**src/rtl/modular_exponentiation_top_macros.svh**
```systemverilog
// Assertion macros for the modular exponentiation block.
`ifndef MODULAR_EXPONENTIATION_TOP_MACROS_SVH
`define MODULAR_EXPONENTIATION_TOP_MACROS_SVH

`ifndef SYNTHESIS
// Same-cycle implication, checked on every rising edge of clk outside reset.
`define MEXP_ASSERT_NOW(label, ante, cons) \
    label: assert property (@(posedge clk) disable iff (!rst_n) (ante) |-> (cons)) \
        else $error("modular_exponentiation: same-cycle check failed");
// Next-cycle implication.
`define MEXP_ASSERT_NEXT(label, ante, cons) \
    label: assert property (@(posedge clk) disable iff (!rst_n) (ante) |=> (cons)) \
        else $error("modular_exponentiation: next-cycle check failed");
`else
`define MEXP_ASSERT_NOW(label, ante, cons)
`define MEXP_ASSERT_NEXT(label, ante, cons)
`endif

`endif

```
**src/rtl/mexp_pkg.sv**
```systemverilog
// Shared constants and controller/datapath interface types.
package mexp_pkg;

    localparam int WIDTH = 32;
    localparam int CNT_W = $clog2(WIDTH);

    // which modular multiply is in flight
    localparam logic [1:0] OP_REDUCE = 2'd0;  // base mod m, as 1 * base
    localparam logic [1:0] OP_SQUARE = 2'd1;  // r * r
    localparam logic [1:0] OP_MULT   = 2'd2;  // r * base

    typedef struct packed {
        logic       load_in;      // capture base/exponent, r <= 1
        logic       mul_start;    // clear accumulator, load operands for op
        logic       dbl;          // acc <= 2*acc mod m
        logic       add;          // acc <= acc + (bit ? a : 0) mod m, shift multiplier
        logic       wb;           // write accumulator back for op
        logic       exp_shift;    // move to next exponent bit
        logic       load_result;  // capture r into output register
        logic [1:0] op;
    } mexp_cmd_t;

    typedef struct packed {
        logic exp_msb;    // current exponent bit
    } mexp_sts_t;

endpackage

```
**src/rtl/mexp_dp.sv**
```systemverilog
// Datapath: modulus register, operands and bit-serial modular multiply accumulator.
module mexp_dp
    import mexp_pkg::*;
(
    input  logic             clk,
    input  logic             rst_n,
    input  logic             cfg_wr_en,
    input  logic [WIDTH-1:0] cfg_wr_data,
    input  logic [WIDTH-1:0] base,
    input  logic [WIDTH-1:0] exponent,
    input  mexp_cmd_t        cmd,
    output mexp_sts_t        sts,
    output logic [WIDTH-1:0] power_mod
);

    logic [WIDTH-1:0] mod_reg;
    logic [WIDTH-1:0] base_reg;
    logic [WIDTH-1:0] exp_reg;
    logic [WIDTH-1:0] r_reg;
    logic [WIDTH-1:0] acc_reg;
    logic [WIDTH-1:0] a_reg;
    logic [WIDTH-1:0] bsh_reg;
    logic [WIDTH-1:0] result_reg;

    logic [WIDTH-1:0] addend;
    logic [WIDTH:0]   sum;
    logic [WIDTH-1:0] sum_red;

    // one add-and-reduce per cycle; both operands are below m
    always_comb
    begin
        if (cmd.dbl)
            addend = acc_reg;
        else if (bsh_reg[WIDTH-1])
            addend = a_reg;
        else
            addend = '0;
        sum = {1'b0, acc_reg} + {1'b0, addend};
        if (sum >= {1'b0, mod_reg})
            sum_red = WIDTH'(sum - {1'b0, mod_reg});
        else
            sum_red = sum[WIDTH-1:0];
    end

    always_ff @(posedge clk or negedge rst_n)
    begin
        if (!rst_n)
        begin
            mod_reg <= WIDTH'(2);
        end
        else if (cfg_wr_en)
        begin
            mod_reg <= cfg_wr_data;
        end
    end

    always_ff @(posedge clk)
    begin
        if (cmd.load_in)
        begin
            base_reg <= base;
            exp_reg  <= exponent;
            r_reg    <= WIDTH'(1);
        end
        if (cmd.mul_start)
        begin
            acc_reg <= '0;
            case (cmd.op)
                OP_REDUCE:
                begin
                    a_reg   <= WIDTH'(1);
                    bsh_reg <= base_reg;
                end
                OP_SQUARE:
                begin
                    a_reg   <= r_reg;
                    bsh_reg <= r_reg;
                end
                default:
                begin
                    a_reg   <= r_reg;
                    bsh_reg <= base_reg;
                end
            endcase
        end
        if (cmd.dbl)
            acc_reg <= sum_red;
        if (cmd.add)
        begin
            acc_reg <= sum_red;
            bsh_reg <= {bsh_reg[WIDTH-2:0], 1'b0};
        end
        if (cmd.wb)
        begin
            if (cmd.op == OP_REDUCE)
                base_reg <= acc_reg;
            else
                r_reg <= acc_reg;
        end
        if (cmd.exp_shift)
            exp_reg <= {exp_reg[WIDTH-2:0], 1'b0};
        if (cmd.load_result)
            result_reg <= (mod_reg < WIDTH'(2)) ? '0 : r_reg;
    end

    assign sts.exp_msb   = exp_reg[WIDTH-1];
    assign power_mod     = result_reg;

endmodule

```
**src/rtl/mexp_ctrl.sv**
```systemverilog
// Controller: sequences reduction, square-and-multiply and the output handshake.
module mexp_ctrl
    import mexp_pkg::*;
(
    input  logic      clk,
    input  logic      rst_n,
    input  logic      in_valid,
    output logic      in_ready,
    output logic      out_valid,
    input  logic      out_ready,
    input  mexp_sts_t sts,
    output mexp_cmd_t cmd
);

    localparam logic [2:0] S_IDLE  = 3'd0;
    localparam logic [2:0] S_START = 3'd1;
    localparam logic [2:0] S_DBL   = 3'd2;
    localparam logic [2:0] S_ADD   = 3'd3;
    localparam logic [2:0] S_WB    = 3'd4;
    localparam logic [2:0] S_DONE  = 3'd5;

    logic [2:0]       state_reg, state_next;
    logic [1:0]       op_reg, op_next;
    logic [CNT_W-1:0] bit_cnt_reg, bit_cnt_next;
    logic [CNT_W-1:0] exp_cnt_reg, exp_cnt_next;
    logic             out_valid_reg, out_valid_next;

    always_comb
    begin
        state_next   = state_reg;
        op_next      = op_reg;
        bit_cnt_next = bit_cnt_reg;
        exp_cnt_next = exp_cnt_reg;
        cmd          = '0;
        cmd.op       = op_reg;
        case (state_reg)
            S_IDLE:
            begin
                if (in_valid)
                begin
                    cmd.load_in = 1'b1;
                    op_next     = OP_REDUCE;
                    state_next  = S_START;
                end
            end
            S_START:
            begin
                cmd.mul_start = 1'b1;
                bit_cnt_next  = CNT_W'(WIDTH - 1);
                state_next    = S_DBL;
            end
            S_DBL:
            begin
                cmd.dbl    = 1'b1;
                state_next = S_ADD;
            end
            S_ADD:
            begin
                cmd.add = 1'b1;
                if (bit_cnt_reg == '0)
                    state_next = S_WB;
                else
                begin
                    bit_cnt_next = bit_cnt_reg - CNT_W'(1);
                    state_next   = S_DBL;
                end
            end
            S_WB:
            begin
                cmd.wb = 1'b1;
                if (op_reg == OP_REDUCE)
                begin
                    op_next      = OP_SQUARE;
                    exp_cnt_next = CNT_W'(WIDTH - 1);
                    state_next   = S_START;
                end
                else if (op_reg == OP_SQUARE && sts.exp_msb)
                begin
                    op_next    = OP_MULT;
                    state_next = S_START;
                end
                else if (exp_cnt_reg == '0)
                    state_next = S_DONE;
                else
                begin
                    exp_cnt_next  = exp_cnt_reg - CNT_W'(1);
                    cmd.exp_shift = 1'b1;
                    op_next       = OP_SQUARE;
                    state_next    = S_START;
                end
            end
            S_DONE:
            begin
                if (!out_valid_reg || out_ready)
                begin
                    cmd.load_result = 1'b1;
                    state_next      = S_IDLE;
                end
            end
            default:
            begin
                state_next = S_IDLE;
            end
        endcase
    end

    always_comb
    begin
        if (cmd.load_result)
            out_valid_next = 1'b1;
        else if (out_ready)
            out_valid_next = 1'b0;
        else
            out_valid_next = out_valid_reg;
    end

    always_ff @(posedge clk or negedge rst_n)
    begin
        if (!rst_n)
        begin
            state_reg     <= S_IDLE;
            op_reg        <= OP_REDUCE;
            bit_cnt_reg   <= '0;
            exp_cnt_reg   <= '0;
            out_valid_reg <= 1'b0;
        end
        else
        begin
            state_reg     <= state_next;
            op_reg        <= op_next;
            bit_cnt_reg   <= bit_cnt_next;
            exp_cnt_reg   <= exp_cnt_next;
            out_valid_reg <= out_valid_next;
        end
    end

    assign in_ready  = (state_reg == S_IDLE);
    assign out_valid = out_valid_reg;

endmodule

```
**src/rtl/modular_exponentiation_top.sv**
```systemverilog
// Top level of the modular exponentiation block: power_mod = base^exponent mod modulus.
//
// Input channel (in_valid/in_ready, base, exponent): one transaction per computation.
// Output channel (out_valid/out_ready, power_mod): exactly one transaction per input.
// Configuration: cfg_wr_en/cfg_wr_data write the modulus; write only
// while the block is idle. Reset value of the modulus is 2.
// Each modular multiply is bit serial: one add-and-reduce per cycle, two per
// multiplier bit, between a start step and a write-back step. An item runs one
// reduction of the base, WIDTH squarings and one multiply per set exponent bit,
// all on one shared add/compare unit; one item is in work at a time.
// in_ready is high only while the controller is idle. A finished result sits in
// the output register; the next input is accepted while it waits, and if the
// receiver still stalls when the next result is done, the controller holds it
// until the output register frees. A modulus below two gives 0 for every item.
// Reset (rst_n, asynchronous, active low) clears control state and drops
// out_valid; any transaction in flight is discarded.
`include "modular_exponentiation_top_macros.svh"

module modular_exponentiation_top
    import mexp_pkg::*;
(
    input  logic             clk,
    input  logic             rst_n,
    input  logic             cfg_wr_en,
    input  logic [WIDTH-1:0] cfg_wr_data,
    input  logic             in_valid,
    output logic             in_ready,
    input  logic [WIDTH-1:0] base,
    input  logic [WIDTH-1:0] exponent,
    output logic             out_valid,
    input  logic             out_ready,
    output logic [WIDTH-1:0] power_mod
);

    mexp_cmd_t cmd;
    mexp_sts_t sts;

    // sequencer: state, bit and exponent counters, output valid
    mexp_ctrl u_ctrl (
        .clk       (clk),
        .rst_n     (rst_n),
        .in_valid  (in_valid),
        .in_ready  (in_ready),
        .out_valid (out_valid),
        .out_ready (out_ready),
        .sts       (sts),
        .cmd       (cmd)
    );

    // operands, accumulator, modulus and result registers
    mexp_dp u_dp (
        .clk         (clk),
        .rst_n       (rst_n),
        .cfg_wr_en   (cfg_wr_en),
        .cfg_wr_data (cfg_wr_data),
        .base        (base),
        .exponent    (exponent),
        .cmd         (cmd),
        .sts         (sts),
        .power_mod   (power_mod)
    );

    // an accepted transaction makes the block busy
    `MEXP_ASSERT_NEXT(a_busy_after_accept, in_valid && in_ready, !in_ready)
    // a result never overwrites one the receiver has not taken
    `MEXP_ASSERT_NOW(a_no_overwrite, cmd.load_result, !out_valid || out_ready)
    // a captured result is offered in the next cycle
    `MEXP_ASSERT_NEXT(a_result_offered, cmd.load_result, out_valid)

endmodule
```
**config.mk**
```make
export PLATFORM = sky130hd
export DESIGN_NAME = modular_exponentiation_top
export DESIGN_NICKNAME = d
export VERILOG_FILES = /design/src/rtl/mexp_pkg.sv /design/src/rtl/mexp_dp.sv /design/src/rtl/mexp_ctrl.sv /design/src/rtl/modular_exponentiation_top.sv
export VERILOG_INCLUDE_DIRS = /design/src /design/src/rtl
export SDC_FILE = /design/constraint.sdc
export NUM_CORES = 1
export LEC_CHECK = 0
export ABC_AREA = 1
export BUFFER_PORTS_ARGS = -buffer_cell sky130_fd_sc_hd__buf_2
export CAP_MARGIN = 20
export CORE_MARGIN = 10
export CORE_UTILIZATION = 45
export CTS_CLUSTER_DIAMETER = 60
export DETAILED_ROUTE_END_ITERATION = 7
export PLACE_DENSITY_LB_ADDON = 0.15
export RECOVER_POWER = 25
export SYNTH_ARGS = -nofsm -noshare
export SYNTH_HDL_FRONTEND = slang
export SYNTH_HIERARCHICAL = 1
export SYNTH_SLANG_ARGS = --single-unit
```
**constraint.sdc**
```tcl
create_clock -name clk -period 6.5 [get_ports clk]
set_input_delay 1.3 -clock clk [delete_from_list [all_inputs] [get_ports clk]]
set_output_delay 1.3 -clock clk [all_outputs]
set_load 0.02 [all_outputs]
```
======== Yosys cells after proc, flatten, opt, wreduce, memory -nomap -nowiden ========
Cells that the tools add are included.
storage, ports and cells
  flip-flop bits (word level) ............. 272
  input port bits ......................... 101
  output and inout port bits .............. 34
  logic and storage cells ................. 97
operators by class
  add/subtract/negate cells ............... 4
  magnitude comparators ................... 2
  equal/unequal tests ..................... 12
  mux-type cells .......................... 47
  reduce and logical (&&, ||, !) cells .... 17
operators by type and width
  kind                   number
  $mux W32               17
  $add A32 B32 Y33       1
  $ge A33 B32 Y1         1
  $lt A32 B2 Y1 const B  1
  $sub A32 B32 Y32       1
  $mux W5                4
  $mux W3                6
  $pmux W3 S6            1
  $mux W1                12
  $logic_not A5 Y1       2
  $mux W2                5
  $pmux W5 S2            1
  $reduce_bool A2 Y1     5
  $sub A5 B1 Y5 const B  2
  $eq A3 B2 Y1 const B   2
  $eq A3 B3 Y1 const B   2
  $ne A2 B1 Y1 const B   3
  $reduce_and A3 Y1      2
  $ne A2 B2 Y1 const B   2
  $ne A4 B2 Y1 const B   1
  $pmux W2 S2            1
  $reduce_and A2 Y1      2
  $eq A3 B1 Y1 const B   1
  $logic_not A3 Y1       1
  6 further kinds        6

======== Depth between registers and ports, before layout ========
  depth in word-level cells ............... 8
  mapped depth ............................ 34
  gate-level depth less buffers ........... 34

======== By module ========
Netlist, hierarchy kept.
modules (own cells, without submodules)
  module     instances  cells each  area an instance (sq um)  seq. area each (sq um)
  mexp_dp    1          2225        16457.0                   6867.8
  mexp_ctrl  1          122         945.9                     400.4

======== Worst setup path after synthesis ========
Ideal clock, no wire load.
  path kind ............................... register to register
  start point ............................. reg u_ctrl.state_reg[1]
  end point ............................... reg u_dp.acc_reg[1] (data pin)
  library setup time ...................... 0.258 ns
  data arrival time ....................... 3.947 ns
  data required time ...................... 6.242 ns
  setup slack ............................. 2.295 ns
  stages on the path, launching flop included .. 28
  path buffers ............................ 2
  clock period less this slack ............ 4.205 ns
  cell sequence ........................... dfrtp_1 inv_1 nor3_1 inv_1 nand2_1 inv_1 clkbuf_1 nand2_1 o21ai_0 ha_1 or2_1 and2_2 nand3_1 nand2_1 xor2_1 inv_1 ha_1 nand2_2 inv_1 a21oi_1 nor2_1 o21bai_1 nand3_2 nand3_4 buf_6 nand3_2 nand2_2 nor2_2
RTL lines
  what                      RTL line          source
  start: declaration        mexp_ctrl.sv:22   logic [2:0] state_reg, state_next;
  start signal: assignment  mexp_ctrl.sv:129  state_reg <= state_next;
  end signal: assignment    mexp_dp.sv:87     acc_reg <= sum_red;
  end signal: assignment    mexp_dp.sv:90     acc_reg <= sum_red;
  end: declaration          mexp_dp.sv:20     logic [WIDTH-1:0] acc_reg;

==> qor.yml <==
min_path_cells: 2
instances_no_fill: 2999
nets: 2631
cts_buffer_depth: 3
grt_start_max_net_pins: 67
ctsResizeCount: 0
dp_cells: 2935
crit_fanout: 29
skew_ps: 25.4
rrSetupSlack_ps: 680
postCtsSetupBuffers: 0
cts_buffers: 35
yosysWarningCount: 6
synth_top_family_by_area: "simple AND/OR/NAND/NOR gates"
grt_pass1_wl_mm: 80.2
htree_num_levels: 2
diodes: 0
outcome: "finished with violations"
rsz0062_at_grt: "no"
num_rows: 71
io_buffers: 134
drv_slew: 133
cts.sinks: 272
path_depth: 33
cpMostUsedCell: "nand2_1"
dp_hpwl_mm: 39.2
yosys.area_share.simple: 0.308
clk_pin_slew_ps: 60
cp-start-kind: "register"
synth-compound-area-share: 0.101
start_util: 0.459
grt_pass1_vias: 14754
cp_data_required_time_ps: 6790
period_needed_ps: 5820
ctsHoldBuffers: 0
io_pins: 135
first_pass_iters: 5
r2r_end: "u_dp/acc_reg[27]"
setup-tns-final_ps: 0
drive_gt1_frac: 0.152
syn-cell-area_um2: 17400
postRouteAntennaNets: 0
post_synth_fa_ha_maj_area_fraction: 0.0498
grt_overflow_total: 0
die_h_um: 217
syn_nets: 2516
reg2reg_depth: 33
finalCritPeriodShare: 0.896
fmax_mhz: 172
failed_checks: "capacitance limit, slew limit"
synthMuxAreaShare: 0.000647
slowest_delay_ps: 500
tritoncts: "yes"
synthArstFlopShare: 0.176
nFillCells: 3796
clkLatencyLatePin_ps: 550
synth_ff_type: "edfxtp_1"
ys_types: 50
avgViaCountPerCell: 5.05
hold_viol_final: 0
clockRootBuffer: "clkbuf_16"
cp_slowest_cell: "inv_1"
wirelength_mm: 50.7
relSlewSlack: -1.01
setup_viol: 0
maxCapViolations: 4
synth.avg_cell_area_um2: 7.41
synthTopCellsByArea: "edfxtp_1, nand2_1, inv_1"
worstMarginPinSlew_ps: 3010
syn_to_final_growth_pct: 12.6
path_buf_inv: 8
hold_path.class: "reg2reg"
synth_xor_area_frac: 0.0151
hp-start: "u_dp/exp_reg[0]"
drt_iter0_markers: 1059
drt-wirelength-per-cell_um: 16.9
routabilityCongestion: 0.921
r2r_start: "u_ctrl/state_reg[1]"
arrival_ps: 6110
vias: 15140
grt_use_total: 0.213
synth-seq-cells: 272
synth.yosys.seq_area_share: 0.418
path_delay_family: "simple AND/OR/NAND/NOR gates"
synth_edf_count: 158
path_class: "reg2reg"
hold_end: "u_dp/exp_reg[0]"
drc: 0
antenna_found_initial: 0
die_area_um2: 46900
end_kind: "register"
synth_top_area_frac: 0.273
post-synth-top-area-cell: "edfxtp_1"
synthCells: 2347
dieWidth_um: 217
core_area_um2: 37900
[cells by family (layout without fill, tap and decap cells)]
| family | Yosys count | in the layout |
|---|---|---|
| xor+xnor | 30 | 30 |
| fa+ha+maj | 68 | 68 |
| flops | 272 | 272 |
| buf+inv | 461 | 602 |
| simple gates | 1212 | 1212 |
| mux | 1 | 1 |
| compound gates | 303 | 303 |
[stage by stage]
step / util / cell area, um2 / hold WS (ps) / worst slack [ps]
3_3_place_gp: 0.487 / 18500 / 453 / 843
2_1_floorplan: - / 17400 / 441 / 2290
5_1_grt: 0.517 / 19600 / 475 / 165
3_5_place_dp: 0.488 / 18500 / 456 / 687
4_1_cts: 0.518 / 19600 / 466 / 662
6_report: 0.517 / 19600 / 467 / 677
[cell usage in the layout (no fill, tap or decap), types with 4 or more instances in the layout]
| cell type | n |
|---|---|
| nor2_4 | 6 |
| buf_4 | 17 |
| a21boi_2 | 6 |
| edfxtp_1 | 158 |
| a21oi_1 | 44 |
| nand3b_1 | 11 |
| nand3_2 | 34 |
| a31oi_1 | 31 |
| clkbuf_16 | 36 |
| ha_1 | 66 |
| nand3_1 | 121 |
| nor2_1 | 204 |
| inv_2 | 15 |
| clkbuf_1 | 13 |
| nor3_1 | 19 |
| xor2_1 | 19 |
| a21oi_2 | 25 |
| buf_2 | 134 |
| dfrtp_1 | 47 |
| xnor2_1 | 11 |
| nand2_1 | 710 |
| nand2_2 | 29 |
| a21boi_0 | 4 |
| o21bai_1 | 7 |
| nor2_2 | 41 |
| nand2_4 | 4 |
| inv_1 | 365 |
| o21ai_0 | 176 |
| nor4_1 | 7 |
| nand4_1 | 15 |
| dfxtp_1 | 66 |
[cells in the mapped netlist (7+ instances only)]
cell and number:
nand2_1 709, inv_1 364, nor2_1 207, o21ai_0 174, edfxtp_1 158, nand3_1 120, dfxtp_1 66, ha_1 66
clkbuf_1 62, dfrtp_1 47, a21oi_1 44, nor2_2 39, nand3_2 35, a31oi_1 31, nand2_2 28, a21oi_2 25
nor3_1 20, xor2_1 19, inv_2 16, nand4_1 15, nand3b_1 11, xnor2_1 11, nor4_1 7, o21bai_1 7
[worst reg2reg max path: cells and delay by family, from the launching register on]
family,cells,cell delay [ps]
adders and majority gates,3,1080
DFF,1,410
AOI/OAI and AO/OA,2,300
buffers and inverters,8,1500
and+or+nand+nor,20,2240
[routing by layer]
layer / wire, um / up-vias / track usage
li1: - / 7671 / -
met2: 23500 / 360 / 0.352
met5: 0 / - / 0
met1: 22900 / 7044 / 0.277
met3: 3010 / 65 / 0.0404
met4: 1250 / 0 / 0.0615
[how the worst max path moves through the flow]
stage                              startpoint                to  slack, ps
final                     u_ctrl/state_reg[1]  u_dp/acc_reg[27]        680
after global placement    u_ctrl/state_reg[1]  u_dp/acc_reg[26]        840
after floorplan           u_ctrl/state_reg[1]   u_dp/acc_reg[1]       2290
after detailed placement  u_ctrl/state_reg[1]  u_dp/acc_reg[27]        690
after global routing      u_ctrl/state_reg[1]  u_dp/acc_reg[23]        160
after CTS                 u_ctrl/state_reg[1]  u_dp/acc_reg[27]        660
[area by class of cell]
type / instances / area, um2 / share of cell area
flip-flops and latches: 272 / 7270 / 0.371
inverters: 380 / 1430 / 0.0728
clock buffers: 49 / 980 / 0.0500
multi-input cells: 1614 / 8230 / 0.420
repair buffers: 159 / 932 / 0.0475
well taps: 511 / 639 / 0.0326
clock inverters: 14 / 128 / 0.00651
Power is left out: the tool's default activity adds up to more than one toggle a clock period on the data nets, which glitch-free logic cannot reach.
